--- src/pidc_pkg.sv ---
// Shared types, constants and the clamp function of the PID controller.
`default_nettype none

package pidc_pkg;

  // Field and arithmetic widths
  localparam int GAIN_W        = 31;
  localparam int DATA_W        = 32;
  localparam int DIFF_W        = DATA_W + 1;
  localparam int PROD_W        = 64;
  localparam int ACC_W         = 64;
  localparam int CFG_IDX_W     = 3;
  localparam int FRAC_BITS_DEF = 16;

  // Register reset values
  localparam logic [GAIN_W-1:0]        PROP_GAIN_RST  = 31'd1310720;
  localparam logic [GAIN_W-1:0]        INTEG_GAIN_RST = 31'd327680;
  localparam logic [GAIN_W-1:0]        DERIV_GAIN_RST = 31'd6554;
  localparam logic signed [DATA_W-1:0] OUT_MIN_RST    = -32'sd5555;
  localparam logic signed [DATA_W-1:0] OUT_MAX_RST    = 32'sd5555;
  localparam logic signed [DATA_W-1:0] TARGET_RST     = 32'sd0;

  // Register map
  typedef enum logic [CFG_IDX_W-1:0] {
    REG_PROP_GAIN   = 3'd0,
    REG_INTEG_GAIN  = 3'd1,
    REG_DERIV_GAIN  = 3'd2,
    REG_OUT_MIN     = 3'd3,
    REG_OUT_MAX     = 3'd4,
    REG_TARGET      = 3'd5,
    REG_REVERSE_DIR = 3'd6,
    REG_AUTO_MODE   = 3'd7
  } reg_idx_t;

  // Live configuration, plus a strobe in the cycle after a limit write
  typedef struct packed {
    logic [GAIN_W-1:0]        prop_gain;
    logic [GAIN_W-1:0]        integ_gain;
    logic [GAIN_W-1:0]        deriv_gain;
    logic signed [DATA_W-1:0] out_min;
    logic signed [DATA_W-1:0] out_max;
    logic signed [DATA_W-1:0] target;
    logic                     reverse_dir;
    logic                     auto_mode;
    logic                     lim_wr;
  } cfg_t;

  // Per-sample control flags carried down the pipeline
  typedef struct packed {
    logic res;   // automatic sample, gives a result
    logic load;  // first automatic sample after manual or reset
  } flags_t;

  // Upper limit tested first: with crossed limits, a value above out_max gives out_max, any other out_min
  function automatic logic signed [DATA_W-1:0] clamp(
    input logic signed [ACC_W-1:0]  v,
    input logic signed [DATA_W-1:0] lo,
    input logic signed [DATA_W-1:0] hi
  );
    logic signed [DATA_W-1:0] r;
    priority if (v > ACC_W'(hi)) begin
      r = hi;
    end else if (v < ACC_W'(lo)) begin
      r = lo;
    end else begin
      r = v[DATA_W-1:0];
    end
    return r;
  endfunction

endpackage

`default_nettype wire

--- src/pidc_front.sv ---
// Input stage: error and measurement change, bumpless-transfer tracking.
`default_nettype none

module pidc_front (
  input  wire logic                                 clk,
  input  wire logic                                 rst,
  input  wire pidc_pkg::cfg_t                       cfg,
  input  wire logic                                 in_valid,
  output logic                                      in_ready,
  input  wire logic signed [pidc_pkg::DATA_W-1:0]   measurement,
  input  wire logic                                 dn_ready,
  output logic                                      s1_valid,
  output pidc_pkg::flags_t                          s1_flags,
  output logic signed [pidc_pkg::DIFF_W-1:0]        s1_err,
  output logic signed [pidc_pkg::DIFF_W-1:0]        s1_dmeas
);

  logic                               was_auto;
  logic signed [pidc_pkg::DATA_W-1:0] prev_meas;
  logic                               load_c;
  logic signed [pidc_pkg::DATA_W-1:0] prev_sel;
  pidc_pkg::flags_t                   flags_next;
  logic signed [pidc_pkg::DIFF_W-1:0] err_next;
  logic signed [pidc_pkg::DIFF_W-1:0] dmeas_next;
  logic                               accept;

  assign in_ready = !s1_valid || dn_ready;
  assign accept   = in_valid && in_ready;

  // Error to setpoint and change in measurement, both exact in 33 bits
  always_comb begin
    load_c          = cfg.auto_mode && !was_auto;
    prev_sel        = load_c ? measurement : prev_meas;
    flags_next.res  = cfg.auto_mode;
    flags_next.load = load_c;
    err_next        = pidc_pkg::DIFF_W'(cfg.target) - pidc_pkg::DIFF_W'(measurement);
    dmeas_next      = pidc_pkg::DIFF_W'(measurement) - pidc_pkg::DIFF_W'(prev_sel);
  end

  // Control and mode history
  always_ff @(posedge clk) begin
    if (rst) begin
      s1_valid  <= 1'b0;
      was_auto  <= 1'b0;
      prev_meas <= '0;
    end else begin
      if (in_ready) begin
        s1_valid <= in_valid;
      end
      if (accept) begin
        if (cfg.auto_mode) begin
          was_auto  <= 1'b1;
          prev_meas <= measurement;
        end else begin
          was_auto <= 1'b0;
        end
      end
    end
  end

  // Stage payload
  always_ff @(posedge clk) begin
    if (accept) begin
      s1_flags <= flags_next;
      s1_err   <= err_next;
      s1_dmeas <= dmeas_next;
    end
  end

endmodule

`default_nettype wire

--- config.mk ---
export PLATFORM = sky130hd
export DESIGN_NAME = pidc_front
export DESIGN_NICKNAME = d
export VERILOG_FILES = /design/src/pidc_pkg.sv /design/src/pidc_front.sv
export SDC_FILE = /design/constraint.sdc
export NUM_CORES = 1
export LEC_CHECK = 0
export ABC_AREA = 1
export BUFFER_PORTS_ARGS = -buffer_cell sky130_fd_sc_hd__buf_2
export CAP_MARGIN = 10
export CORE_ASPECT_RATIO = 0.8
export CORE_MARGIN = 3
export CORE_UTILIZATION = 57
export CTS_BUF_LIST = sky130_fd_sc_hd__clkbuf_2
export DETAILED_ROUTE_END_ITERATION = 12
export PLACE_DENSITY = 0.89
export SLEW_MARGIN = 20
export SYNTH_ARGS = -nofsm -noshare
export SYNTH_HDL_FRONTEND = slang
export SYNTH_SLANG_ARGS = --single-unit
--- constraint.sdc ---
create_clock -name clk -period 6.5 [get_ports clk]
set_input_delay 0.325 -clock clk [delete_from_list [all_inputs] [get_ports clk]]
set_output_delay 0.325 -clock clk [all_outputs]
set_load 0.1 [all_outputs]
-- Word level (Yosys, flattened, before mapping)
Cells that the tools add are included.
- add/sub/neg operators: 2
- $mul: 0
- divide/modulo/power cells: 0
- $lt $le $gt $ge: 0
- equality and inequality tests: 0
- shift-type cells: 0
- mux-type cells: 2
- bitwise logic cells: 0
- reductions and logical operators: 6
- operators with widths (cell ; number):
    subtractor 32 x 32 -> 33 bit ; 2
    two-way mux 32 bit ; 1
    logical AND 1 bit ; 2
    logical NOT 1 bit ; 2
    AND reduction 2 bit ; 1
    logical OR 1 bit ; 1
    two-way mux 1 bit ; 1
- bits in registers: 102
- bits in latches: 0
- memory bits (writable): 0
- ROM bits: 0
- input bits: 228
- output and inout port bits: 70
- word-level logic and storage cells: 17
- memories kept: 0

-- Depth between registers and ports, before layout
- word-level depth: 4
- gate-level depth with buffers: 20
- gate-level depth less buffers: 17

-- Worst setup path before layout
Ideal clock, no wire load.
- path kind: register to register
- from: reg s1_valid
- to: reg s1_dmeas[0] (netlist name) (enable)
- library setup time: 398 ps
- data arrival time: 2786 ps
- required time: 6102 ps
- setup slack: 3316 ps
- cell stages (with the launch flop): 5
- path buffers: 1
- clock period less this slack: 3184 ps
- cell sequence: dfxtp_1 -> nand2_1 -> nand2_1 -> inv_2 -> buf_2
- word-level cells in the longest chain between the ends: 3
- RTL lines (what ; RTL line ; source):
    from (decl) ; pidc_front.sv:12 ; output logic s1_valid,
    from (signal assigned) ; pidc_front.sv:48 ; s1_valid <= in_valid;
    logical NOT 1 bit ; pidc_front.sv:27 ; assign in_ready = !s1_valid || dn_ready;
    logical OR 1 bit ; pidc_front.sv:27 ;
    net in_ready ; pidc_front.sv:9 ; output logic in_ready,
    logical AND 1 bit ; pidc_front.sv:28 ; assign accept = in_valid && in_ready;
    net accept ; pidc_front.sv:25 ; logic accept;
    to (signal assigned) ; pidc_front.sv:66 ; s1_dmeas <= dmeas_next;
    to (decl) ; pidc_front.sv:15 ; output logic signed [pidc_pkg::DIFF_W-1:0] s1_dmeas
The timed path passes the listed nets, and every way through them passes these cells.
A chain may end at the register's enable or synchronous reset.

-- Final worst setup path
- from: reg was_auto
- to: reg s1_dmeas[30] (netlist name), data pin
- word-level cells in the longest chain between the ends: 4
- RTL lines (what ; RTL line ; source):
    from (decl) ; pidc_front.sv:18 ; logic was_auto;
    from (signal assigned) ; pidc_front.sv:44 ; was_auto <= 1'b0;
    from (signal assigned) ; pidc_front.sv:52 ; was_auto <= 1'b1;
    from (signal assigned) ; pidc_front.sv:55 ; was_auto <= 1'b0;
    logical NOT 1 bit ; pidc_front.sv:32 ; load_c = cfg.auto_mode && !was_auto;
    logical AND 1 bit ; pidc_front.sv:32 ;
    two-way mux 32 bit ; pidc_front.sv:33 ; prev_sel = load_c ? measurement : prev_meas;
    subtractor 32 x 32 -> 33 bit ; pidc_front.sv:37 ; dmeas_next = pidc_pkg::DIFF_W'(measurement) - pidc_pkg::DIFF_W'(prev_sel);
    net dmeas_next (one bit) ; pidc_front.sv:24 ; logic signed [pidc_pkg::DIFF_W-1:0] dmeas_next;
The timed path passes the listed nets, and every way through them passes these cells.

==> flow_summary.yaml <==
run_status:
  outcome: "complete, no violations"
job:
  cap_violations: 0
critical_path:
  criticalPathCategory: "reg -> reg"
  critPathBufInv: 1
  startpoint_type: "flip-flop"
  worstPathMaxFanout: 21
  slowest_stage: "fa_1"
  cp.required_ns: 6.96
  critPathArrivalTime_ns: 3.27
  crit_top_cell: "nand2_1"
  slowest_delay_ns: 0.45
  end_kind: "flip-flop"
  critPathTopFamily: "simple AND/OR/NAND/NOR gates"
  path_cells: "nor2_4 > nand2_1 > o21ai_0 > ha_1 > inv_1 > fa_1 > nand2_1 > nand2_1 > nand3_1 > nand2_1 > nand2_1 > nand2_1 > nand2_1 > nand2_1 > nand2_1 > nand2_1"
power:
  switching_share_pct: 51.2
  p_sw_mw: 1.18
  powerDensity_nw_per_um2: 232
  ir_drop_uv: 191
  p_clk_share_pct: 12.8
  finalPower_mw: 2.30
  combPwrFrac_pct: 51.7
  power.internal_mw: 1.12
  leakagePower_nw: 5.78
  power_frac_seq_pct: 35.5
synth:
  syn_inst: 1376
  postSynthAreaPerCell_sq_um: 6.26
  ys_seq_area_share_pct: 31.6
  synth.net_count: 1670
  yosysWarnings: 0
  yosysTopAreaCellShare_pct: 24.5
  ys_ff_latch: 102
  synth_cell_types: 26
  synth_area_leader_cell: "nand2_1"
  yosys-top-cells-area: "nand2_1 (24%), edfxtp_1 (24%), inv_1 (13%)"
  syn_area_sq_um: 8610
  synth_simple_gate_area_share_pct: 35.2
  synth.area.mux_share_pct: 0
  synth-xor-area-share_pct: 3.05
  synth_top_family_by_area: "simple AND/OR/NAND/NOR gates"
  synth_compound_area_share_pct: 6.64
  synthAdderAreaFrac_pct: 9.77
floorplan:
  rows: 39
  die-area_sq_um: 16600
  coreArea_sq_um: 14500
  die_h_um: 116
  io_pins: 298
  die_x_um: 143
  floorplan.initialDensity_pct: 59.2
place:
  hpwlAfterDp_um: 18300
  dpl_worst_slack_ns: 2.46
  portBuffers: 138
  place_area_sq_um: 9440
  finalWeightedCongestion: 0.943
  place_inst: 1677
route:
  drtAntennaViolNets: 0
  wl_met2_um: 10300
  drc: 0
  wl_um: 24000
  wl_met3_um: 2320
  wl_per_cell_um: 13.9
  highest_layer: "met4"
  drt_pass1_iterations: 5
  viasPerCell: 5.19
  vias: 8986
  met1_length_um: 10600
  first_iter_violations: 785
timing:
  setup_viol: 0
  relSlewSlack_pct: 51.6
  fin_skew_ns: 0.0472
  slew_violations: 0
  max_freq_mhz: 356
  finalWorstSetupSlack_ns: 3.69
  period_needed_ns: 2.81
  fin_crit_sh_pct: 43.2
  tightest_slew_ns: 0.725
  finalSetupTns_ns: 0
  hold_viol: 0
  grt_setup_unrepaired: "false"
cts:
  cts-resized-gates: 0
  post_cts_buffers: 0
  cts.clk_slew.worst_paths_ns: 0.30
  cts_buffers: 9
  hold_buffers: 35
  clk_latency_ns: 0.67
  root_buffer: "clkbuf_2"
  cts.sinks: 102
  h-tree-depth: 3
  cts_tree: "built"
  cts.path.max_buffers: 2
global_routing:
  grt_max_degree: 66
  grt_pass1_vias: 8193
  antenna_found_initial: 1
  grt_remaining_overflow: 0
  grt_pass1_wl_um: 38200
  grt_usage_pct: 29.0
finish:
  fin_area_sq_um: 9910
  drive_gt1_share_pct: 11.4
  layout.cells.non_filler: 1730
  nFillCells: 1306
  area_growth_pct: 15.1
  final_nets: 1834
min_path:
  hold_path_class: "in -> reg"
[per-stage QoR]
stage	hold slack [ns]	util, %
2_1_floorplan	0.424	-
3_3_place_gp	0.445	64.9
3_5_place_dp	0.447	64.9
4_1_cts	0.0470	68.0
5_1_grt	0.0577	68.2
6_report	0.0969	68.2
[cell type report]
class	instances	area, sq um	area share (%)
clock buffer	10	50.0	0.505
tap	184	230	2.32
clock inverter	6	46.3	0.467
timing repair buffer	175	1070	10.8
sequential	102	2720	27.5
multi-input combinational	964	4710	47.5
antenna	1	2.50	0.0252
inverter	288	1080	10.9
[placed cells by master, fill, tap and decap left out, types with 2 or more instances in the layout]
cell           netlist  final
a21o_1               2      2
a21oi_1             73     73
and2_1               3      3
buf_2               13    138
clkbuf_2             0     10
clkinv_4             0      3
dfxtp_1             34     34
dlygate4sd3_1        0     35
edfxtp_1            68     68
fa_1                 2      2
ha_1                64     64
inv_1              287    287
nand2_1            561    561
nand2_2             16     16
nand3_1             77     77
nand3_2              2      2
nand4_1              7      7
nor2_1              84     83
nor3_1               5      5
o21ai_0             32     32
o21bai_1             2      2
or2_1                2      2
xnor2_1              3      3
xor2_1              27     27
[worst reg2reg max path, delay by kind of cell (launching register included)]
| family | cells | cell delay (ns) |
|---|---|---|
| simple gates | 12 | 1.40 |
| fa+ha+maj | 2 | 0.62 |
| flops | 1 | 0.41 |
| compound gates | 1 | 0.10 |
| buf+inv | 1 | 0.09 |
[path summary, 6_finish.rpt]
path,startpoint,to,slack [ns],cells past startpoint
max,was_auto$_SDFFE_PP0P_,s1_dmeas[30]$_DFFE_PP_,3.69,16
min,cfg[3],s1_err[0]$_DFFE_PP_,0.1,4
max reg2reg,was_auto$_SDFFE_PP0P_,s1_dmeas[30]$_DFFE_PP_,3.69,16
min reg2reg,prev_meas[22]$_SDFFE_PP0P_,prev_meas[22]$_SDFFE_PP0P_,0.48,2
[Yosys cell counts]
cell      instances
xor2_1           27
inv_1           287
nand2_2          16
dfxtp_1          34
o21ai_0          32
clkbuf_1          8
edfxtp_1         68
buf_4             1
nor2_1           84
nand3_2           2
ha_1             64
a21oi_2           1
inv_2             1
a211oi_1          1
or2_1             2
xnor2_1           3
fa_1              2
a21o_1            2
o21bai_1          2
nand4_1           7
nand2_1         561
a21oi_1          73
and2_1            3
nand3_1          77
buf_2            13
nor3_1            5
[logic make-up (layout without fill, tap and decap cells)]
group,Yosys count,in the layout
simple gates,757,757
other cells,0,1
xor+xnor,30,30
buf+inv,310,479
fa+ha+maj,66,66
flops,102,102
compound gates,111,111
[state kept, by name (all words and copies together) (netlist names)]
register,cells
prev_meas,32
s1_dmeas,33
s1_err,33
s1_flags,2
s1_valid,1
was_auto,1
[power groups by stage]
| stage | sequential, mW | combinational (mW) | clock [mW] |
|---|---|---|---|
| floorplan | 1.28 | 0.483 | 0 |
| global placement | 0.830 | 1.14 | 0 |
| detailed placement | 0.830 | 1.15 | 0 |
| CTS | 0.817 | 1.17 | 0.296 |
| global route | 0.824 | 1.29 | 0.318 |
| finish | 0.818 | 1.19 | 0.295 |
[layer usage]
layer  vias to the layer above  track usage (%)
met5                         -                0
met4                         0             9.66
met3                        54             6.48
met2                       421             46.0
met1                      3968             39.6
li1                       4543                -
Note: power is estimated with default switching activity, not from simulation.
