==> config.mk <==
export PLATFORM = sky130hd
export DESIGN_NAME = pidc_out
export DESIGN_NICKNAME = d
export VERILOG_FILES = /design/src/pidc_pkg.sv /design/src/pidc_out.sv
export SDC_FILE = /design/constraint.sdc
export NUM_CORES = 1
export LEC_CHECK = 0
export BUFFER_PORTS_ARGS = -buffer_cell sky130_fd_sc_hd__buf_2
export CAP_MARGIN = 20
export CORE_ASPECT_RATIO = 2
export CORE_UTILIZATION = 54
export DETAILED_ROUTE_END_ITERATION = 8
export PLACE_DENSITY = 0.84
export SYNTH_ARGS = -nofsm -noshare
export SYNTH_HDL_FRONTEND = slang
export SYNTH_SLANG_ARGS = --single-unit
==> constraint.sdc <==
create_clock -name clk -period 7.7 [get_ports clk]
set_input_delay 1.155 -clock clk [delete_from_list [all_inputs] [get_ports clk]]
set_output_delay 1.155 -clock clk [all_outputs]
set_load 0.005 [all_outputs]
==> src/pidc_pkg.sv <==
// Shared types, constants and the clamp function of the PID controller.
`default_nettype none

package pidc_pkg;

  // Field and arithmetic widths
  localparam int GAIN_W        = 31;
  localparam int DATA_W        = 32;
  localparam int DIFF_W        = DATA_W + 1;
  localparam int PROD_W        = 64;
  localparam int ACC_W         = 64;
  localparam int CFG_IDX_W     = 3;
  localparam int FRAC_BITS_DEF = 16;

  // Register reset values
  localparam logic [GAIN_W-1:0]        PROP_GAIN_RST  = 31'd1310720;
  localparam logic [GAIN_W-1:0]        INTEG_GAIN_RST = 31'd327680;
  localparam logic [GAIN_W-1:0]        DERIV_GAIN_RST = 31'd6554;
  localparam logic signed [DATA_W-1:0] OUT_MIN_RST    = -32'sd5555;
  localparam logic signed [DATA_W-1:0] OUT_MAX_RST    = 32'sd5555;
  localparam logic signed [DATA_W-1:0] TARGET_RST     = 32'sd0;

  // Register map
  typedef enum logic [CFG_IDX_W-1:0] {
    REG_PROP_GAIN   = 3'd0,
    REG_INTEG_GAIN  = 3'd1,
    REG_DERIV_GAIN  = 3'd2,
    REG_OUT_MIN     = 3'd3,
    REG_OUT_MAX     = 3'd4,
    REG_TARGET      = 3'd5,
    REG_REVERSE_DIR = 3'd6,
    REG_AUTO_MODE   = 3'd7
  } reg_idx_t;

  // Live configuration, plus a strobe in the cycle after a limit write
  typedef struct packed {
    logic [GAIN_W-1:0]        prop_gain;
    logic [GAIN_W-1:0]        integ_gain;
    logic [GAIN_W-1:0]        deriv_gain;
    logic signed [DATA_W-1:0] out_min;
    logic signed [DATA_W-1:0] out_max;
    logic signed [DATA_W-1:0] target;
    logic                     reverse_dir;
    logic                     auto_mode;
    logic                     lim_wr;
  } cfg_t;

  // Per-sample control flags carried down the pipeline
  typedef struct packed {
    logic res;   // automatic sample, gives a result
    logic load;  // first automatic sample after manual or reset
  } flags_t;

  // Upper limit tested first: with crossed limits, a value above out_max gives out_max, any other out_min
  function automatic logic signed [DATA_W-1:0] clamp(
    input logic signed [ACC_W-1:0]  v,
    input logic signed [DATA_W-1:0] lo,
    input logic signed [DATA_W-1:0] hi
  );
    logic signed [DATA_W-1:0] r;
    priority if (v > ACC_W'(hi)) begin
      r = hi;
    end else if (v < ACC_W'(lo)) begin
      r = lo;
    end else begin
      r = v[DATA_W-1:0];
    end
    return r;
  endfunction

endpackage

`default_nettype wire

==> src/pidc_out.sv <==
// Output stage: drive sum, output clamp and the result register.
`default_nettype none

module pidc_out (
  input  wire logic                               clk,
  input  wire logic                               rst,
  input  wire pidc_pkg::cfg_t                     cfg,
  input  wire logic                               s3_valid,
  input  wire pidc_pkg::flags_t                   s3_flags,
  input  wire logic signed [pidc_pkg::ACC_W-1:0]  s3_pd,
  input  wire logic signed [pidc_pkg::DATA_W-1:0] s3_integ,
  output logic                                    up_ready,
  output logic                                    out_valid,
  input  wire logic                               out_ready,
  output logic signed [pidc_pkg::DATA_W-1:0]      drive,
  output logic                                    clamped_high,
  output logic                                    clamped_low,
  output logic signed [pidc_pkg::DATA_W-1:0]      last_drive
);

  logic signed [pidc_pkg::ACC_W-1:0]  raw;
  logic                               hi;
  logic                               lo;
  logic signed [pidc_pkg::DATA_W-1:0] drv;
  logic                               take;

  // Manual beats are dropped here and never wait on the result register
  assign up_ready = !s3_flags.res || !out_valid || out_ready;
  assign take     = s3_valid && up_ready && s3_flags.res;

  // Raw drive and clamp flags, upper limit first
  always_comb begin
    raw = s3_pd + pidc_pkg::ACC_W'(s3_integ);
    hi  = raw > pidc_pkg::ACC_W'(cfg.out_max);
    lo  = !hi && (raw < pidc_pkg::ACC_W'(cfg.out_min));
    drv = pidc_pkg::clamp(raw, cfg.out_min, cfg.out_max);
  end

  always_ff @(posedge clk) begin
    if (rst) begin
      out_valid  <= 1'b0;
      last_drive <= '0;
    end else begin
      if (take) begin
        out_valid <= 1'b1;
      end else if (out_ready) begin
        out_valid <= 1'b0;
      end
      priority if (cfg.lim_wr) begin
        last_drive <= pidc_pkg::clamp(pidc_pkg::ACC_W'(last_drive), cfg.out_min,
                                      cfg.out_max);
      end else if (take) begin
        last_drive <= drv;
      end else begin
        last_drive <= last_drive;
      end
    end
  end

  // Result beat payload
  always_ff @(posedge clk) begin
    if (take) begin
      drive        <= drv;
      clamped_high <= hi;
      clamped_low  <= lo;
    end
  end

endmodule

`default_nettype wire

# Word-level counts from Yosys, hierarchy flattened
# Index checks and enable logic that the tools add are counted.
[word_totals] register_bits=67 in_bits=294 out_inout_bits=68
[op_classes] addsub=1 order_cmp=4 eq_ne=1 muxes=8 n_reduce_logical=11
[ops] cell="32-bit 2-to-1 mux" n=6
[ops] cell="64-bit by 32-bit adder with 64-bit output" n=1
[ops] cell="64-bit by 32-bit greater-than comparator with 1-bit output" n=1
[ops] cell="64-bit by 32-bit < comparator with 1-bit output" n=1
[ops] cell="32-bit greater-than comparator" n=1
[ops] cell="32-bit < comparator" n=1
[ops] cell="2-bit nonzero test" n=2
[ops] cell="1-bit logical AND" n=3
[ops] cell="1-bit zero test" n=3
[ops] cell="3-bit by 1-bit inequality test with 1-bit output, second input constant" n=1
[ops] cell="1-bit logical OR" n=2
[ops] cell="1-bit 2-to-1 mux" n=2
[ops] cell="2-bit AND reduction" n=1

# Depth between registers and ports, before layout
[depth] depth_word=7 depth_mapped=24 mapped_depth_nobuf=21

# Worst setup path after synthesis
# Ideal clock, no wire load.
[synth_path] path_kind="input to register" from="input port s3_pd[8] (netlist name)" to="register last_drive[5] (netlist name)" setup_ps=117 t_arrival_ps=5865 t_required_ps=7583 path_slack_ps=1718 stages=21 path_cell_list="ha_1 a211oi_2 nor2_1 o41a_1 nor3_4 a21oi_4 a41o_1 a211o_1 o311a_1 ha_1 a21o_1 a21o_1 a221oi_1 o21ai_2 xnor2_1 and3_1 buf_2 or3_1 buf_2 or2_0 a32o_1"
[synth_via] elab_chain_cells=6 word_cells_on_any_way=7 cone_classes="add/sub (1); order compare (2); mux (4)"
[synth_rtl] item="start: declaration" line="pidc_out.sv:10" rtl="input wire logic signed [pidc_pkg::ACC_W-1:0] s3_pd,"
[synth_rtl] item="64-bit by 32-bit adder with 64-bit output (*)" line="pidc_out.sv:33" rtl="raw = s3_pd + pidc_pkg::ACC_W'(s3_integ);"
[synth_rtl] item="64-bit by 32-bit < comparator with 1-bit output" line="pidc_pkg.sv:63" rtl="end else if (v < ACC_W'(lo)) begin"
[synth_rtl] item="32-bit 2-to-1 mux" line="pidc_pkg.sv:63"
[synth_rtl] item="32-bit 2-to-1 mux (*)" line="pidc_pkg.sv:61" rtl="priority if (v > ACC_W'(hi)) begin"
[synth_rtl] item="32-bit 2-to-1 mux (*)" line="pidc_out.sv:52" rtl="end else if (take) begin"
[synth_rtl] item="32-bit 2-to-1 mux (*)" line="pidc_out.sv:49" rtl="priority if (cfg.lim_wr) begin"
[synth_rtl] item="end signal: assignment" line="pidc_out.sv:50" rtl="last_drive <= pidc_pkg::clamp(pidc_pkg::ACC_W'(last_drive), cfg.out_min,"
[synth_rtl] item="end signal: assignment" line="pidc_out.sv:53" rtl="last_drive <= drv;"
[synth_rtl] item="end signal: assignment" line="pidc_out.sv:55" rtl="last_drive <= last_drive;"
[synth_rtl] item="end: declaration" line="pidc_out.sv:18" rtl="output logic signed [pidc_pkg::DATA_W-1:0] last_drive"
# Mark *: on every way between the ends. The rest lies on a longest branch, timed or not. The select of a mux whose other input is x is not followed.
# A chain may end at the register's enable or synchronous reset.

# Worst setup path in the final report
[layout_path] from="input port s3_pd[25] (netlist name)" to="register last_drive[1] (netlist name)"
# The elaborated chain is that of the path after synthesis.

==> results_tabular.tex <==
\begin{tabular}{lr}
\hline
Metric & Value \\
\hline
\multicolumn{2}{l}{\textbf{Run status}} \\
\quad Result of the run & finished clean \\
\multicolumn{2}{l}{\textbf{Yosys}} \\
\quad Number of flops mapped to enable cells by yosys & 34 \\
\quad Async S/R FF share, synth & 0\% \\
\quad Yosys top cell area share & between 20\% and 30\% \\
\quad Cell count after synthesis & approximately 1400 \\
\quad Portion of the post-synthesis area used by sequential elements & roughly 15\% \\
\quad Xor and xnor fraction of the mapped netlist area & between 4 and 5\% \\
\quad Share of synthesized cell area in and, or, nand and nor gates & between 15 and 20\% \\
\quad Dominant combinational cell family by area after synthesis & compound AO/OA/AOI/OAI gates \\
\quad Synthesized cell area & 0.0115 mm² \\
\quad Most common cell in the netlist & ha\_1 \\
\quad Number of distinct library cell variants in the gate-level netlist after synthesis & 97 \\
\quad Top post-synthesis cells by area & ha\_1, edfxtp\_1, a21oi\_1, dfxtp\_1, o21ai\_0 \\
\quad Multiplexer share of the synthesized area & 2.78\% \\
\quad Most used DFF post-synth & edfxtp\_1 \\
\quad Total of flip-flops plus latches after synthesis & 67 \\
\quad Library cell occupying the most area in the post-synthesis netlist & ha\_1 \\
\quad Synth cell count leaders & ha\_1, a21oi\_1, nand2\_1, inv\_1, nor2\_1 \\
\quad Complex-gate fraction of the synthesized area & between 20 and 30\% \\
\quad Count of warnings emitted by yosys & 0 \\
\quad Net count after synthesis & between 1500 and 2000 \\
\quad Avg Synthesized Cell Area & 8.21 µm² \\
\quad Adder-cell share of the synthesized area & between 20\% and 30\% \\
\multicolumn{2}{l}{\textbf{Routing}} \\
\quad Total routed wirelength & roughly 40000 µm \\
\quad Post-detailed-route DRC marker count & 0 \\
\quad Total via count in the routed design & about 12000 \\
\quad DR iter-0 viols & approximately 740 \\
\quad Count of TritonRoute iterations in the first routing pass & 5 \\
\quad Routed wire per std cell & around 21 µm \\
\quad Drt via density & 6.56 \\
\quad Antenna Nets Post-Route & 0 \\
\multicolumn{2}{l}{\textbf{Timing}} \\
\quad Worst setup skew after layout & 0.0139 ns \\
\quad Final setup violation count & 0 \\
\quad F\_max & between 100 and 150 MHz \\
\quad RSZ-0062 raised after global routing & no \\
\quad Final worst setup slack & 0.724 ns \\
\quad Final cycle utilization of the critical path & between 90\% and 100\% \\
\quad Setup Total Neg Slack & 0 ns \\
\quad Worst Tran Pin Value & $\sim$0.86 ns \\
\quad Worst slew margin & 42.1\% \\
\quad Period minus WS final & approximately 7 ns \\
\quad Final Hold Vio Count & 0 \\
\quad Final Max Tran Viols & 0 \\
\multicolumn{2}{l}{\textbf{Power}} \\
\quad Part of the power in combinational logic & about two thirds \\
\quad Clock network fraction of design power & between 10 and 15\% \\
\quad Switching power summed over all nets & 0.00135 W \\
\quad PnR Total Power & roughly 0.0028 W \\
\quad Internal Pwr Total & roughly 0.0014 W \\
\quad Leak pwr & between 6 and 7 nW \\
\quad Relative contribution of sequential cells to total power & approximately a fifth \\
\quad Power density over the cells & around 210 mW/mm² \\
\quad Max VDD drop & between 0.1 and 0.15 mV \\
\quad Switching part of the total & about half \\
\multicolumn{2}{l}{\textbf{CTS}} \\
\quad Bufs on Longest Clock Path & 2 \\
\quad Number of buffers added by the clock tree synthesis step & 9 \\
\quad Setup repair bufs after CTS & 0 \\
\quad Skew-Pair Late Insertion Delay & roughly 0.35 ns \\
\quad Hold Buf Count CTS & 0 \\
\quad Clock Tree Root & clkbuf\_16 \\
\quad Number of cells upsized or downsized after cts & 0 \\
\quad Maximum level of the CTS H-tree & 3 \\
\quad Register clock-pin slew on the reported worst setup and hold paths & 0.06 ns \\
\quad Number of clock sinks & between 60 and 70 \\
\quad Clock tree from TritonCTS & built \\
\multicolumn{2}{l}{\textbf{Min path}} \\
\quad Hold Crit Class & reg -> reg \\
\quad Number of cells traversed by the worst hold path & 1 \\
\quad Hold path start & last\_drive[23] \\
\multicolumn{2}{l}{\textbf{Worst setup path}} \\
\quad Element type at the critical path start & input port \\
\quad Data arrival at the endpoint of the critical path & 7.21 ns \\
\quad Crit path from & s3\_pd[25] \\
\quad Crit Path Category & in -> reg \\
\quad CP Max Fanout & 17 \\
\quad Data required time at the worst endpoint & approximately 7.9 ns \\
\quad Crit end category & flop \\
\quad R2r startpoint & last\_drive[21] \\
\quad Number of cells on the worst reg-to-reg path & 11 \\
\multicolumn{2}{l}{\textbf{Floorplan}} \\
\quad Die Outline Area & around 0.022 mm² \\
\quad FP Rows & 75 \\
\quad Die Y-Extent & between 200 and 250 µm \\
\quad Core area & between 0.02 and 0.025 mm² \\
\quad Starting utilization of the core area & between 50\% and 60\% \\
\quad Number of top-level design ports & about 360 \\
\quad Die width & roughly 110 µm \\
\multicolumn{2}{l}{\textbf{Finish}} \\
\quad Share of the core filled with cells in the final layout & 62.9\% \\
\quad Proportion of layout cells with a drive suffix above 1 & slightly below 20\% \\
\quad Final non-filler cell area & roughly 0.013 mm² \\
\quad Number of nets in the final layout & approximately 2200 \\
\quad Number of filler cells placed in the layout & a little under 2000 \\
\quad Synth-to-layout area growth & 14.7\% \\
\multicolumn{2}{l}{\textbf{GRT}} \\
\quad Gr usage total & between 30\% and 40\% \\
\quad Number of antenna violations at the first check in global routing & 4 \\
\quad Vias in the first global route & 12400 \\
\quad Total overflow reported by the global router & 0 \\
\quad Largest net degree at the start of global routing & 36 \\
\quad Wire length of the first global-routing pass & 61900 µm \\
\multicolumn{2}{l}{\textbf{Placement}} \\
\quad Half-perimeter wire length after detailed placement & between 30000 and 40000 µm \\
\quad Worst-case setup slack after placement & roughly 0.5 ns \\
\quad Total placed instance area & 0.0129 mm² \\
\quad Port bufs & roughly 230 \\
\quad GP Congestion & 1.00 \\
\multicolumn{2}{l}{\textbf{Job}} \\
\quad Max-cap violations & 0 \\
\hline
\end{tabular}
flip-flops by register name, indices dropped and copies added, names as in the netlist:
name	flops
clamped_high	1
clamped_low	1
drive	32
last_drive	32
out_valid	1
through the flow:
step	hold slack (ns)	std cells
after floorplan	0.480	1398
after global placement	0.494	1874
after detailed placement	0.506	1874
after CTS	0.516	1890
after global routing	0.533	1890
final	0.519	1891
worst max-delay path, cell delays in order:
cell and delay [ns]:
buf_2 0.10, ha_1 0.38, and4_1 0.30, nand3_1 0.21, nor2_1 0.28, nand4_1 0.18
a211oi_1 0.48, o211ai_1 0.22, a21oi_1 0.27, nor4_1 0.08, a311o_1 0.37, ha_1 0.32
nand4_1 0.21, nor4_1 0.45, nand4_1 0.22, a31oi_1 0.31, nor3_1 0.14, a211oi_4 0.42
buf_4 0.29, o31a_1 0.16, buf_4 0.27, nor2_1 0.08, o32ai_1 0.30
power by group through the flow:
| stage | Clock (W) | Combinational [W] | Sequential, W |
|---|---|---|---|
| final | 0.000390 | 0.00183 | 0.000565 |
| after global placement | 0 | 0.00173 | 0.000569 |
| after CTS | 0.000390 | 0.00180 | 0.000562 |
| after global routing | 0.000407 | 0.00201 | 0.000570 |
| after floorplan | 0 | 0.00123 | 0.000552 |
| after detailed placement | 0 | 0.00179 | 0.000569 |
final cells by class:
| type | count | area [µm²] | area share (%) |
|---|---|---|---|
| Timing Repair Buffer | 250 | 1320 | 10.0 |
| Antenna cell | 1 | 2.50 | 0.0190 |
| Tap cell | 269 | 337 | 2.56 |
| Clock inverter | 6 | 41.3 | 0.313 |
| Clock buffer | 10 | 229 | 1.74 |
| Sequential cell | 67 | 1680 | 12.8 |
| Inverter | 94 | 353 | 2.68 |
| Multi-Input combinational cell | 1194 | 9210 | 69.9 |
final timing paths:
path | slack, ns | to
worst max-delay path | 0.72 | last_drive[1]
worst max register to register | 3.90 | last_drive[17]
worst min-delay path | 0.52 | last_drive[23]
worst min register to register | 0.52 | last_drive[23]
cell families after synthesis:
| group | count (synthesis) |
|---|---|
| AO/OA/AOI/OAI | 483 |
| AND/OR/NAND/NOR | 368 |
| adder cells (fa/ha/maj) | 254 |
| buffers and inverters | 137 |
| flip-flops | 67 |
| XOR/XNOR | 58 |
| multiplexers | 31 |
cells in the final DEF (no fill, tap or decap), types with 9 or more instances in the layout:
| cell | instances |
|---|---|
| o22ai_1 | 10 |
| mux2i_1 | 24 |
| dfxtp_1 | 33 |
| inv_1 | 94 |
| o221ai_1 | 19 |
| nor3_1 | 24 |
| ha_1 | 253 |
| buf_2 | 233 |
| nor2b_1 | 10 |
| xor2_1 | 19 |
| nand2b_1 | 9 |
| o2bb2ai_1 | 21 |
| nand2_1 | 106 |
| o21ai_0 | 80 |
| and3_1 | 11 |
| clkbuf_16 | 9 |
| nand4_1 | 44 |
| a21oi_1 | 145 |
| a21o_1 | 50 |
| nand3_1 | 27 |
| xnor2_1 | 38 |
| buf_4 | 15 |
| nor2_1 | 86 |
| nor4_1 | 11 |
| edfxtp_1 | 34 |
| and4_1 | 11 |
| a211oi_1 | 16 |
| a31oi_1 | 15 |
| o21a_1 | 13 |
| o211ai_1 | 9 |
layer usage:
metal  vias up  routed length (µm)  track usage (%)
li1       5803                   -                -
met1      5719               13500             35.0
met2       668               20100             65.4
met3       204                3050             7.58
met4         4                3310             29.4
met5         -                  30                0
Power figures use the tool's default switching activity.
