`src/pidc_pkg.sv`:
```
// Shared types, constants and the clamp function of the PID controller.
`default_nettype none

package pidc_pkg;

  // Field and arithmetic widths
  localparam int GAIN_W        = 31;
  localparam int DATA_W        = 32;
  localparam int DIFF_W        = DATA_W + 1;
  localparam int PROD_W        = 64;
  localparam int ACC_W         = 64;
  localparam int CFG_IDX_W     = 3;
  localparam int FRAC_BITS_DEF = 16;

  // Register reset values
  localparam logic [GAIN_W-1:0]        PROP_GAIN_RST  = 31'd1310720;
  localparam logic [GAIN_W-1:0]        INTEG_GAIN_RST = 31'd327680;
  localparam logic [GAIN_W-1:0]        DERIV_GAIN_RST = 31'd6554;
  localparam logic signed [DATA_W-1:0] OUT_MIN_RST    = -32'sd5555;
  localparam logic signed [DATA_W-1:0] OUT_MAX_RST    = 32'sd5555;
  localparam logic signed [DATA_W-1:0] TARGET_RST     = 32'sd0;

  // Register map
  typedef enum logic [CFG_IDX_W-1:0] {
    REG_PROP_GAIN   = 3'd0,
    REG_INTEG_GAIN  = 3'd1,
    REG_DERIV_GAIN  = 3'd2,
    REG_OUT_MIN     = 3'd3,
    REG_OUT_MAX     = 3'd4,
    REG_TARGET      = 3'd5,
    REG_REVERSE_DIR = 3'd6,
    REG_AUTO_MODE   = 3'd7
  } reg_idx_t;

  // Live configuration, plus a strobe in the cycle after a limit write
  typedef struct packed {
    logic [GAIN_W-1:0]        prop_gain;
    logic [GAIN_W-1:0]        integ_gain;
    logic [GAIN_W-1:0]        deriv_gain;
    logic signed [DATA_W-1:0] out_min;
    logic signed [DATA_W-1:0] out_max;
    logic signed [DATA_W-1:0] target;
    logic                     reverse_dir;
    logic                     auto_mode;
    logic                     lim_wr;
  } cfg_t;

  // Per-sample control flags carried down the pipeline
  typedef struct packed {
    logic res;   // automatic sample, gives a result
    logic load;  // first automatic sample after manual or reset
  } flags_t;

  // Upper limit tested first: with crossed limits, a value above out_max gives out_max, any other out_min
  function automatic logic signed [DATA_W-1:0] clamp(
    input logic signed [ACC_W-1:0]  v,
    input logic signed [DATA_W-1:0] lo,
    input logic signed [DATA_W-1:0] hi
  );
    logic signed [DATA_W-1:0] r;
    priority if (v > ACC_W'(hi)) begin
      r = hi;
    end else if (v < ACC_W'(lo)) begin
      r = lo;
    end else begin
      r = v[DATA_W-1:0];
    end
    return r;
  endfunction

endpackage

`default_nettype wire

```
`src/pidc_integ.sv`:
```
// Integrator stage: anti-windup integral and the combined P and D terms.
`default_nettype none

module pidc_integ #(
  parameter int FRAC_BITS = pidc_pkg::FRAC_BITS_DEF,
  localparam int TERM_W   = pidc_pkg::PROD_W - FRAC_BITS
) (
  input  wire logic                               clk,
  input  wire logic                               rst,
  input  wire pidc_pkg::cfg_t                     cfg,
  input  wire logic signed [pidc_pkg::DATA_W-1:0] last_drive,
  input  wire logic                               s2_valid,
  input  wire pidc_pkg::flags_t                   s2_flags,
  input  wire logic signed [TERM_W-1:0]           s2_p,
  input  wire logic signed [TERM_W-1:0]           s2_i,
  input  wire logic signed [TERM_W-1:0]           s2_d,
  output logic                                    up_ready,
  input  wire logic                               dn_ready,
  output logic                                    s3_valid,
  output pidc_pkg::flags_t                        s3_flags,
  output logic signed [pidc_pkg::ACC_W-1:0]       s3_pd,
  output logic signed [pidc_pkg::DATA_W-1:0]      s3_integ
);

  logic signed [pidc_pkg::DATA_W-1:0] integral;
  logic signed [pidc_pkg::DATA_W-1:0] base;
  logic signed [pidc_pkg::ACC_W-1:0]  sum;
  logic signed [pidc_pkg::DATA_W-1:0] integ_next;
  logic signed [pidc_pkg::ACC_W-1:0]  pd_next;
  logic                               take;

  assign up_ready = !s3_valid || dn_ready;
  assign take     = s2_valid && up_ready;

  // Integral update; bumpless transfer starts from the clamped last drive
  always_comb begin
    base = s2_flags.load
         ? pidc_pkg::clamp(pidc_pkg::ACC_W'(last_drive), cfg.out_min, cfg.out_max)
         : integral;
    if (cfg.reverse_dir) begin
      sum     = pidc_pkg::ACC_W'(base) - pidc_pkg::ACC_W'(s2_i);
      pd_next = pidc_pkg::ACC_W'(s2_d) - pidc_pkg::ACC_W'(s2_p);
    end else begin
      sum     = pidc_pkg::ACC_W'(base) + pidc_pkg::ACC_W'(s2_i);
      pd_next = pidc_pkg::ACC_W'(s2_p) - pidc_pkg::ACC_W'(s2_d);
    end
    integ_next = pidc_pkg::clamp(sum, cfg.out_min, cfg.out_max);
  end

  // Integral state; manual beats pass through without touching it
  always_ff @(posedge clk) begin
    if (rst) begin
      s3_valid <= 1'b0;
      integral <= '0;
    end else begin
      if (up_ready) begin
        s3_valid <= s2_valid;
      end
      priority if (cfg.lim_wr) begin
        integral <= pidc_pkg::clamp(pidc_pkg::ACC_W'(integral), cfg.out_min, cfg.out_max);
      end else if (take && s2_flags.res) begin
        integral <= integ_next;
      end else begin
        integral <= integral;
      end
    end
  end

  // Stage payload
  always_ff @(posedge clk) begin
    if (take) begin
      s3_flags <= s2_flags;
      s3_pd    <= pd_next;
      s3_integ <= integ_next;
    end
  end

endmodule

`default_nettype wire

```
`config.mk`:
```
export PLATFORM = sky130hd
export DESIGN_NAME = pidc_integ
export DESIGN_NICKNAME = d
export VERILOG_FILES = /design/src/pidc_pkg.sv /design/src/pidc_integ.sv
export SDC_FILE = /design/constraint.sdc
export NUM_CORES = 1
export LEC_CHECK = 0
export BUFFER_PORTS_ARGS = -buffer_cell sky130_fd_sc_hd__clkbuf_2
export CELL_PAD_IN_SITES_DETAIL_PLACEMENT = 1
export CELL_PAD_IN_SITES_GLOBAL_PLACEMENT = 2
export CORE_MARGIN = 2
export CORE_UTILIZATION = 34
export CTS_CLUSTER_DIAMETER = 60
export DETAILED_ROUTE_END_ITERATION = 8
export PLACE_DENSITY_LB_ADDON = 0.2
export SYNTH_ARGS = -nofsm -noshare
export SYNTH_HDL_FRONTEND = slang
export SYNTH_SLANG_ARGS = --single-unit
```
`constraint.sdc`:
```
create_clock -name clk -period 23.5 [get_ports clk]
set_input_delay 5.875 -clock clk [delete_from_list [all_inputs] [get_ports clk]]
set_output_delay 5.875 -clock clk [all_outputs]
set_load 0.02 [all_outputs]
```
== Word-level counts from Yosys, hierarchy flattened ==
Index checks and enable logic that the tools add are counted.

* Register bits: 131
* Bits in latches: 0
* Bits in writable memories: 0
* ROM bits: 0
* Input bits: 374
* Output and inout port bits: 100
* Logic and storage cells: 34
* Memories: 0

* Add/sub/neg operators: 4
* Multiply operators: 0
* Div/mod/pow operators: 0
* $lt $le $gt $ge: 6
* Eq/ne operators: 1
* Shifts and indexed selects: 0
* Muxes and demuxes: 11
* Bitwise operators: 0
* Reduce and logical (&&, ||, !) cells: 6

{| class="wikitable"
|+ Operators by type and width
! kind !! count
|-
| $mux 32 || 9
|-
| $mux 64 || 2
|-
| $sub 48x48->49 || 2
|-
| $gt 32x32->1 || 2
|-
| $gt 64x32->1 || 1
|-
| $lt 32x32->1 || 2
|-
| $lt 64x32->1 || 1
|-
| $add 32x48->49 || 1
|-
| $sub 32x48->49 || 1
|-
| $ne 3x1->1 const B || 1
|-
| $logic_and 1x1->1 || 2
|-
| $reduce_and 2->1 || 1
|-
| $reduce_bool 2->1 || 1
|-
| $logic_not 1->1 || 1
|-
| $logic_or 1x1->1 || 1
|}

== Depth between registers and ports, before layout ==
Gate-level depths: netlist (run 1).

* Depth after elaboration: 11
* Gate-level depth with buffers: 40
* Depth with buffers taken out: 38

== Least setup slack after synthesis (run 1) ==
OpenSTA, ideal clock, no wires.

* Path type: input to register
* From: in cfg[98] (netlist name)
* To: reg s3_integ[11] (netlist name) (data pin)
* Library setup time: 0.270 ns
* Arrival time: 13.582 ns
* Data required time: 23.230 ns
* Slack: 9.647 ns
* Stages: 37
* Buffers on the path: 4
* Path through: inv_1 -> ha_1 -> nand4_1 -> nor2_1 -> and2_1 -> nand3_1 -> o31ai_1 -> nor2_1 -> nor2_1 -> clkbuf_1 -> mux2_2 -> o211ai_1 -> o21ai_0 -> ha_1 -> nor2b_4 -> o31a_4 -> o21ai_4 -> o311ai_4 -> a211oi_4 -> o211ai_2 -> a41o_1 -> or4_4 -> a31o_1 -> a21oi_2 -> xnor2_1 -> ha_1 -> nand2_1 -> o21ai_1 -> a221o_1 -> a32oi_1 -> o211ai_1 -> or3_1 -> nand3_1 -> buf_1 -> buf_2 -> buf_1 -> a21oi_1

* Longest elaborated chain between the ends: 9
* Elaborated cells on any way between the ends: 11
* Classes of those cells: add/sub (2); order compare (3); mux (6)

{| class="wikitable"
|+ RTL lines
! item !! line !! source
|-
| start: declaration || pidc_integ.sv:10 || <nowiki>input wire pidc_pkg::cfg_t cfg,</nowiki>
|-
| $lt 32x32->1 || pidc_pkg.sv:63 || <nowiki>end else if (v < ACC_W'(lo)) begin</nowiki>
|-
| $mux 32 || pidc_pkg.sv:63 ||
|-
| $mux 32 || pidc_pkg.sv:61 || <nowiki>priority if (v > ACC_W'(hi)) begin</nowiki>
|-
| $mux 32 || pidc_integ.sv:38 || <nowiki>? pidc_pkg::clamp(pidc_pkg::ACC_W'(last_drive), cfg.out_min, cfg.out_max)</nowiki>
|-
| $add 32x48->49 / $sub 32x48->49 (equally long branches) || pidc_integ.sv:44, pidc_integ.sv:41 ||
|-
| $mux 64 || pidc_integ.sv:40 || <nowiki>if (cfg.reverse_dir) begin</nowiki>
|-
| $lt 64x32->1 || pidc_pkg.sv:63 ||
|-
| $mux 32 || pidc_pkg.sv:63 ||
|-
| $mux 32 (*) || pidc_pkg.sv:61 ||
|-
| via integ_next (one bit) || pidc_integ.sv:28 || <nowiki>logic signed [pidc_pkg::DATA_W-1:0] integ_next;</nowiki>
|-
| end signal: assignment || pidc_integ.sv:74 || <nowiki>s3_integ <= integ_next;</nowiki>
|-
| end: declaration || pidc_integ.sv:22 || <nowiki>output logic signed [pidc_pkg::DATA_W-1:0] s3_integ</nowiki>
|}

Mark *: on every way through the listed nets, which the timed path passes. The rest lies on a longest branch.
A chain may end at the register's enable or synchronous reset.

== Final worst setup path (run 1) ==
* From: in cfg[66] (netlist name)
* To: reg integral[25] (netlist name)

* Longest elaborated chain between the ends: 10
* Elaborated cells on any way between the ends: 16
* Classes of those cells: add/sub (2); order compare (4); eq/ne (1); mux (8); reduce/logical (1)

{| class="wikitable"
|+ RTL lines
! item !! line !! source
|-
| $gt 32x32->1 || pidc_pkg.sv:61 ||
|-
| $mux 32 || pidc_pkg.sv:61 ||
|-
| $mux 32 || pidc_integ.sv:38 ||
|-
| $add 32x48->49 / $sub 32x48->49 (equally long branches) || pidc_integ.sv:44, pidc_integ.sv:41 ||
|-
| $mux 64 || pidc_integ.sv:40 ||
|-
| $lt 64x32->1 || pidc_pkg.sv:63 ||
|-
| $mux 32 || pidc_pkg.sv:63 ||
|-
| $mux 32 || pidc_pkg.sv:61 ||
|-
| $mux 32 || pidc_integ.sv:61 || <nowiki>end else if (take && s2_flags.res) begin</nowiki>
|-
| $mux 32 || pidc_integ.sv:59 || <nowiki>priority if (cfg.lim_wr) begin</nowiki>
|-
| end signal: assignment || pidc_integ.sv:60 || <nowiki>integral <= pidc_pkg::clamp(pidc_pkg::ACC_W'(integral), cfg.out_min, cfg.out_max);</nowiki>
|-
| end signal: assignment || pidc_integ.sv:62 || <nowiki>integral <= integ_next;</nowiki>
|-
| end signal: assignment || pidc_integ.sv:64 || <nowiki>integral <= integral;</nowiki>
|-
| end: declaration || pidc_integ.sv:25 || <nowiki>logic signed [pidc_pkg::DATA_W-1:0] integral;</nowiki>
|}

Several ways; a longest one is shown, not always the timed one. The select of a mux whose other input is x is not followed.

==> results of run 1 <==
==> flip-flops by register name, summed over array words and instances, names as in the netlist <==
register and cells:
s3_valid 1, integral 32, s3_flags 2, s3_integ 32, s3_pd 49
==> logic make-up after synthesis <==
logic type / count (synthesis)
mux: 77
compound gates: 852
buf+inv: 342
flops: 116
fa+ha+maj: 371
simple gates: 613
xor+xnor: 135
==> cell type report <==
type / count / area (µm²)
Antenna cell: 6 / 15.0
Clock buffer: 22 / 495
Clock inverter: 10 / 140
Fill cell: 7006 / 34000
Inverter: 234 / 878
Multi-Input combinational cell: 2048 / 15000
Sequential cell: 116 / 3150
Tap cell: 756 / 946
Timing Repair Buffer: 359 / 1830
==> cell usage in the layout (no fill, tap or decap), types with 32 or more instances in the layout <==
| master | instances |
|---|---|
| ha_1 | 368 |
| clkbuf_2 | 346 |
| a21oi_1 | 282 |
| inv_1 | 232 |
| nand2_1 | 218 |
| nor2_1 | 172 |
| o21ai_0 | 157 |
| xnor2_1 | 104 |
| edfxtp_1 | 83 |
| a21o_1 | 70 |
| o211ai_1 | 55 |
| nand4_1 | 55 |
| mux2_2 | 40 |
| nand3_1 | 36 |
| nor3_1 | 33 |
| dfxtp_1 | 33 |
| a211oi_1 | 32 |
==> synth_stat cells (all sizes together), types with 37 or more instances <==
cell type / n / area (µm²)
a21o: 70 / 526
a21oi: 283 / 1420
buf: 37 / 206
clkbuf: 71 / 267
edfxtp: 83 / 2490
ha: 368 / 4600
inv: 234 / 878
mux2: 49 / 552
nand2: 218 / 818
nand3: 37 / 185
nand4: 55 / 344
nor2: 173 / 649
o211ai: 56 / 425
o21ai: 184 / 932
xnor2: 104 / 911
==> per-stage QoR <==
| stage | area, µm² | hold slack, ps | utilization | total power (W) | std cells |
|---|---|---|---|---|---|
| 2_1_floorplan | 19400 | 469 | - | 0.00147 | 2506 |
| 3_3_place_gp | 21800 | 509 | 0.386 | 0.00196 | 3513 |
| 3_5_place_dp | 21800 | 514 | 0.386 | 0.00202 | 3513 |
| 4_1_cts | 22500 | 522 | 0.398 | 0.00234 | 3545 |
| 5_1_grt | 22500 | 553 | 0.398 | 0.00253 | 3548 |
| 6_report | 22500 | 523 | 0.398 | 0.00233 | 3551 |
==> report_power, final <==
part | internal [W] | total, W | switching, W | leakage, nW
Combinational | 0.000598 | 0.00166 | 0.00107 | 9.27
Sequential | 0.000321 | 0.000369 | 0.0000481 | 1.08
Clock | 0.000182 | 0.000301 | 0.000119 | 0.317
Total | 0.00110 | 0.00233 | 0.00123 | 10.7
==> per-layer routing <==
metal,routed length [µm],up-vias,GRT usage
li1,-,9747,-
met1,35800,9900,0.334
met2,37600,461,0.449
met3,3650,118,0.0481
met4,1870,18,0.0781
met5,112,-,0
==> worst max-delay path, delay by kind of cell <==
family,cells,cell delay [ps]
multiplexers,2,1750
adder cells (fa/ha/maj),3,1400
buffers and inverters,3,1340
AO/OA/AOI/OAI,18,4300
AND/OR/NAND/NOR,9,2260
XOR/XNOR,1,250
==> worst paths after layout <==
path / from / to / slack [ps] / cells past startpoint
worst min register to register: integral[18]$_SDFFE_PP0P_ / integral[18]$_SDFFE_PP0P_ / 520 / 1
worst max-delay path: cfg[66] / integral[25]$_SDFFE_PP0P_ / 6630 / 36
worst min-delay path: integral[18]$_SDFFE_PP0P_ / integral[18]$_SDFFE_PP0P_ / 520 / 1
worst max register to register: integral[10]$_SDFFE_PP0P_ / integral[25]$_SDFFE_PP0P_ / 15410 / 25
==> flow_metrics.tcl, run 1 <==
set metrics [dict create \
    port_buffers 347 \
    peakVddDrop_mv 0.0656 \
    synth-simple-area-share 0.146 \
    fin_tns_setup_ps 0 \
    via_per_inst 5.70 \
    final.setup_skew_ps 9.50 \
    synth-compound-area-share 0.278 \
    worstSetupPathType "in -> reg" \
    ys_ff_latch 116 \
    grt_pass1_wl_um 121000 \
    grt_use_total 0.263 \
    drive_gt1_frac 0.165 \
    synth_edf_count 83 \
    dp_hpwl_um 65000 \
    design.die.area_um2 59100 \
    io-pin-count 474 \
    drcViolationCount 0 \
    vias 20200 \
    crit_fanout 48 \
    relSlewSlack 0.161 \
    routedWlPerCell_um 22.3 \
    grt_overflow 0 \
    synth_cell_types 86 \
    syn_area_per_cell_um2 7.76 \
    p_leak_nw 10.7 \
    path_clk_slew_ps 60 \
    drtIter0Drc 1094 \
    ys_async_sr_fraction 0 \
    cts.path.max_buffers 2 \
    max_cap_violations 0 \
    synth-seq-area-share 0.162 \
    rsz0062_at_grt "false" \
    period_needed_ps 16870 \
    finalWorstSetupSlack_ps 6630 \
    worstPathArrival_ps 17240 \
    status "finished, final reports clean" \
    syn_nets 3251 \
    cts_tree "built" \
    cts_resized 0 \
    htreeDepth 4 \
    antenna_found_initial 15 \
    postRouteAntennaNets 0 \
    grt_max_degree 68 \
    drv_slew 0 \
    place_ws_ps 6150 \
    setup_viol 0 \
    hold_path_class "reg -> reg" \
    cp-start-kind "input port" \
    fin_nets 3521 \
    drt-pass1-iter-count 7 \
    grt_pass1_vias 21100 \
    synth_top_family_by_area "compound AO/OA/AOI/OAI gates" \
    crit_path_max_incr_delay_ps 1140 \
    synthMuxAreaShare 0.0428 \
    slowest_stage "mux2i_4" \
    die_x_um 243 \
    die_h_um 243 \
    wl_um 79100 \
    numCtsBuffers 17 \
    synth_area_um2 19400 \
    rows 87 \
    hold_viol 0 \
    p_per_area_nw_per_um2 104 \
    fmax_mhz 59.3 \
    ys_warn_count 0 \
    synth_adder_area_share 0.240 \
    tightestPinTransition_ps 1250 \
    cts_sinks 116 \
    ys.flop_type "edfxtp_1" \
    yosys.area_share.xor_xnor 0.0616 \
    syn-instance-count 2506 \
    fin_crit_sh 0.718 \
    end_kind "flop" \
    insertion_delay_ps 490 \
    start_util 0.344 \
    cp.required_ps 23870 \
    cts_setup_buffers 0 \
    hold_buffers 0 \
    coreArea_um2 56500 \
    cts_root_buffer "clkbuf_16" \
    synthToLayoutAreaGrowth_pct 15.6 \
    gp_congestion 0.932 \
]
No activity file was read; power rests on OpenSTA's default activity.
==> inputs of run 2 (changes only) <==
--- a/config.mk
+++ b/config.mk
@@ -9,7 +9,7 @@
 export CELL_PAD_IN_SITES_DETAIL_PLACEMENT = 1
 export CELL_PAD_IN_SITES_GLOBAL_PLACEMENT = 2
 export CORE_MARGIN = 2
-export CORE_UTILIZATION = 34
+export CORE_UTILIZATION = 29
 export CTS_CLUSTER_DIAMETER = 60
 export DETAILED_ROUTE_END_ITERATION = 8
 export PLACE_DENSITY_LB_ADDON = 0.2
==> constraint.sdc (replaced) <==
create_clock -name clk -period 15.1 [get_ports clk]
set_input_delay 3.775 -clock clk [delete_from_list [all_inputs] [get_ports clk]]
set_output_delay 3.775 -clock clk [all_outputs]
set_load 0.02 [all_outputs]
==> run 2 against run 1 <==
Net effect: combinational power grew 60%; core utilization shrank 5.4 points; flip-flop and latch count stayed put; first-iteration DRC count shrank 1.4%.
==> flow_metrics.tcl, run 2 (synthesized netlist as in run 1, its figures left out) <==
set metrics [dict create \
    drtIter0Drc 1079 \
    end_kind "flop" \
    drt-pass1-iter-count 7 \
    die_x_um 263 \
    start_util 0.294 \
    largest_register_ff_count 49 \
    hold_viol 0 \
    cp.required_ps 15480 \
    port_buffers 347 \
    fill_cells 8074 \
    min_delay_path_depth 1 \
    grt_overflow 0 \
    cts_tree "built" \
    grt_max_degree 74 \
    die_h_um 263 \
    design.die.area_um2 69100 \
    cts_root_buffer "clkbuf_16" \
    worstSetupPathType "in -> reg" \
    drcViolationCount 0 \
    antenna_found_initial 14 \
    multiInputGateArea_um2 15000 \
    drive_gt1_frac 0.169 \
    fmax_mhz 74.5 \
    fin_nets 3533 \
    vias 20200 \
    wl_met2_um 40300 \
    drv_slew 0 \
    dp_hpwl_um 68900 \
    crit_path_max_incr_delay_ps 610 \
    grt_use_total 0.235 \
    fin_crit_sh 0.888 \
    cp-start-kind "input port" \
    hold_buffers 0 \
    r2r_setup_slack_ps 7930 \
    via_per_inst 5.51 \
    worstPathArrival_ps 13790 \
    slowest_stage "o31ai_1" \
    fin_util 0.344 \
    io-pin-count 474 \
    placedCellCount 3633 \
    cts_setup_buffers 0 \
    critical_path.top_delay_family "compound AO/OA/AOI/OAI gates" \
    place_ws_ps 1110 \
    rows 94 \
    p_per_area_nw_per_um2 162 \
    insertion_delay_ps 480 \
    crit_buf_inv 3 \
    tightestPinTransition_ps 921 \
    rsz0062_at_grt "false" \
    relSlewSlack 0.379 \
    max_cap_violations 0 \
    finalPower_w 0.00369 \
    maxUsedRoutingLayer "met5" \
    setup_viol 0 \
    hold_path_class "reg -> reg" \
    cts_sinks 116 \
    final.setup_skew_ps 14.2 \
    gp_congestion 0.895 \
    reg2reg_depth 25 \
    cts_resized 0 \
    path_clk_slew_ps 70 \
    finalWorstSetupSlack_ps 1690 \
    grt_pass1_vias 21400 \
    htreeDepth 4 \
    regMostFlops "s3_pd" \
    postRouteAntennaNets 0 \
    peakVddDrop_mv 0.155 \
    largestRegisters "s3_pd (49), integral (32), s3_integ (32)" \
    numCtsBuffers 17 \
    fin_tns_setup_ps 0 \
    synthToLayoutAreaGrowth_pct 16.8 \
    period_needed_ps 13410 \
    final_common_cell "ha_1" \
    crit_fanout 17 \
    seqCellArea_um2 3150 \
    grt_pass1_wl_um 127000 \
    p_leak_nw 10.7 \
    wl_um 82800 \
    cts.path.max_buffers 2 \
    layout_common_cells "ha_1, clkbuf_2, a21oi_1" \
    coreArea_um2 66100 \
    wl_met1_um 36800 \
    routedWlPerCell_um 22.6 \
    wl_met3_um 3450 \
    path_depth 38 \
    final_cells 3667 \
    status "finished, final reports clean" \
]
## run 2: cell types whose count changed in the layout (fill, tap and decap cells not counted)
cell	delta
buf_4	+9
diode_2	-4
buf_12	+3
clkinvlp_4	+2
inv_6	+2
bufinv_16	-1
clkbuf_1	-1
clkbuf_8	-1
clkinv_2	-1
clkinv_4	+1
inv_4	-1
## run 2: path summary, 6_finish.rpt
check | end | from
setup / recovery | integral[7]$_SDFFE_PP0P_ | cfg[68]
hold reg to reg | integral[18]$_SDFFE_PP0P_ | integral[18]$_SDFFE_PP0P_
hold / removal | integral[18]$_SDFFE_PP0P_ | integral[18]$_SDFFE_PP0P_
setup reg to reg | integral[7]$_SDFFE_PP0P_ | integral[10]$_SDFFE_PP0P_
## run 2: layout make-up
class                   count  area share
multi-input cells        2048       0.661
clock inverters            12     0.00617
clock buffers              20      0.0210
diodes                      2    0.000220
well taps                 864      0.0476
inverters                 234      0.0387
flip-flops and latches    116       0.139
repair buffers            371      0.0862
## run 2: power by group
part,switching (W),internal [W]
Sequential,0.0000812,0.000499
Combinational,0.00168,0.000971
Clock,0.000196,0.000264
## run 2: layer usage
| metal | track usage | up-vias |
|---|---|---|
| met5 | 0 | - |
| li1 | - | 9760 |
| met1 | 0.291 | 9875 |
| met2 | 0.415 | 428 |
| met4 | 0.0729 | 24 |
| met3 | 0.0372 | 122 |
## run 2: stage by stage
stage	hold slack [ps]	instance area, µm²
2_1_floorplan	469	19400
3_3_place_gp	513	22100
3_5_place_dp	520	22100
4_1_cts	533	22700
5_1_grt	543	22700
6_report	538	22700
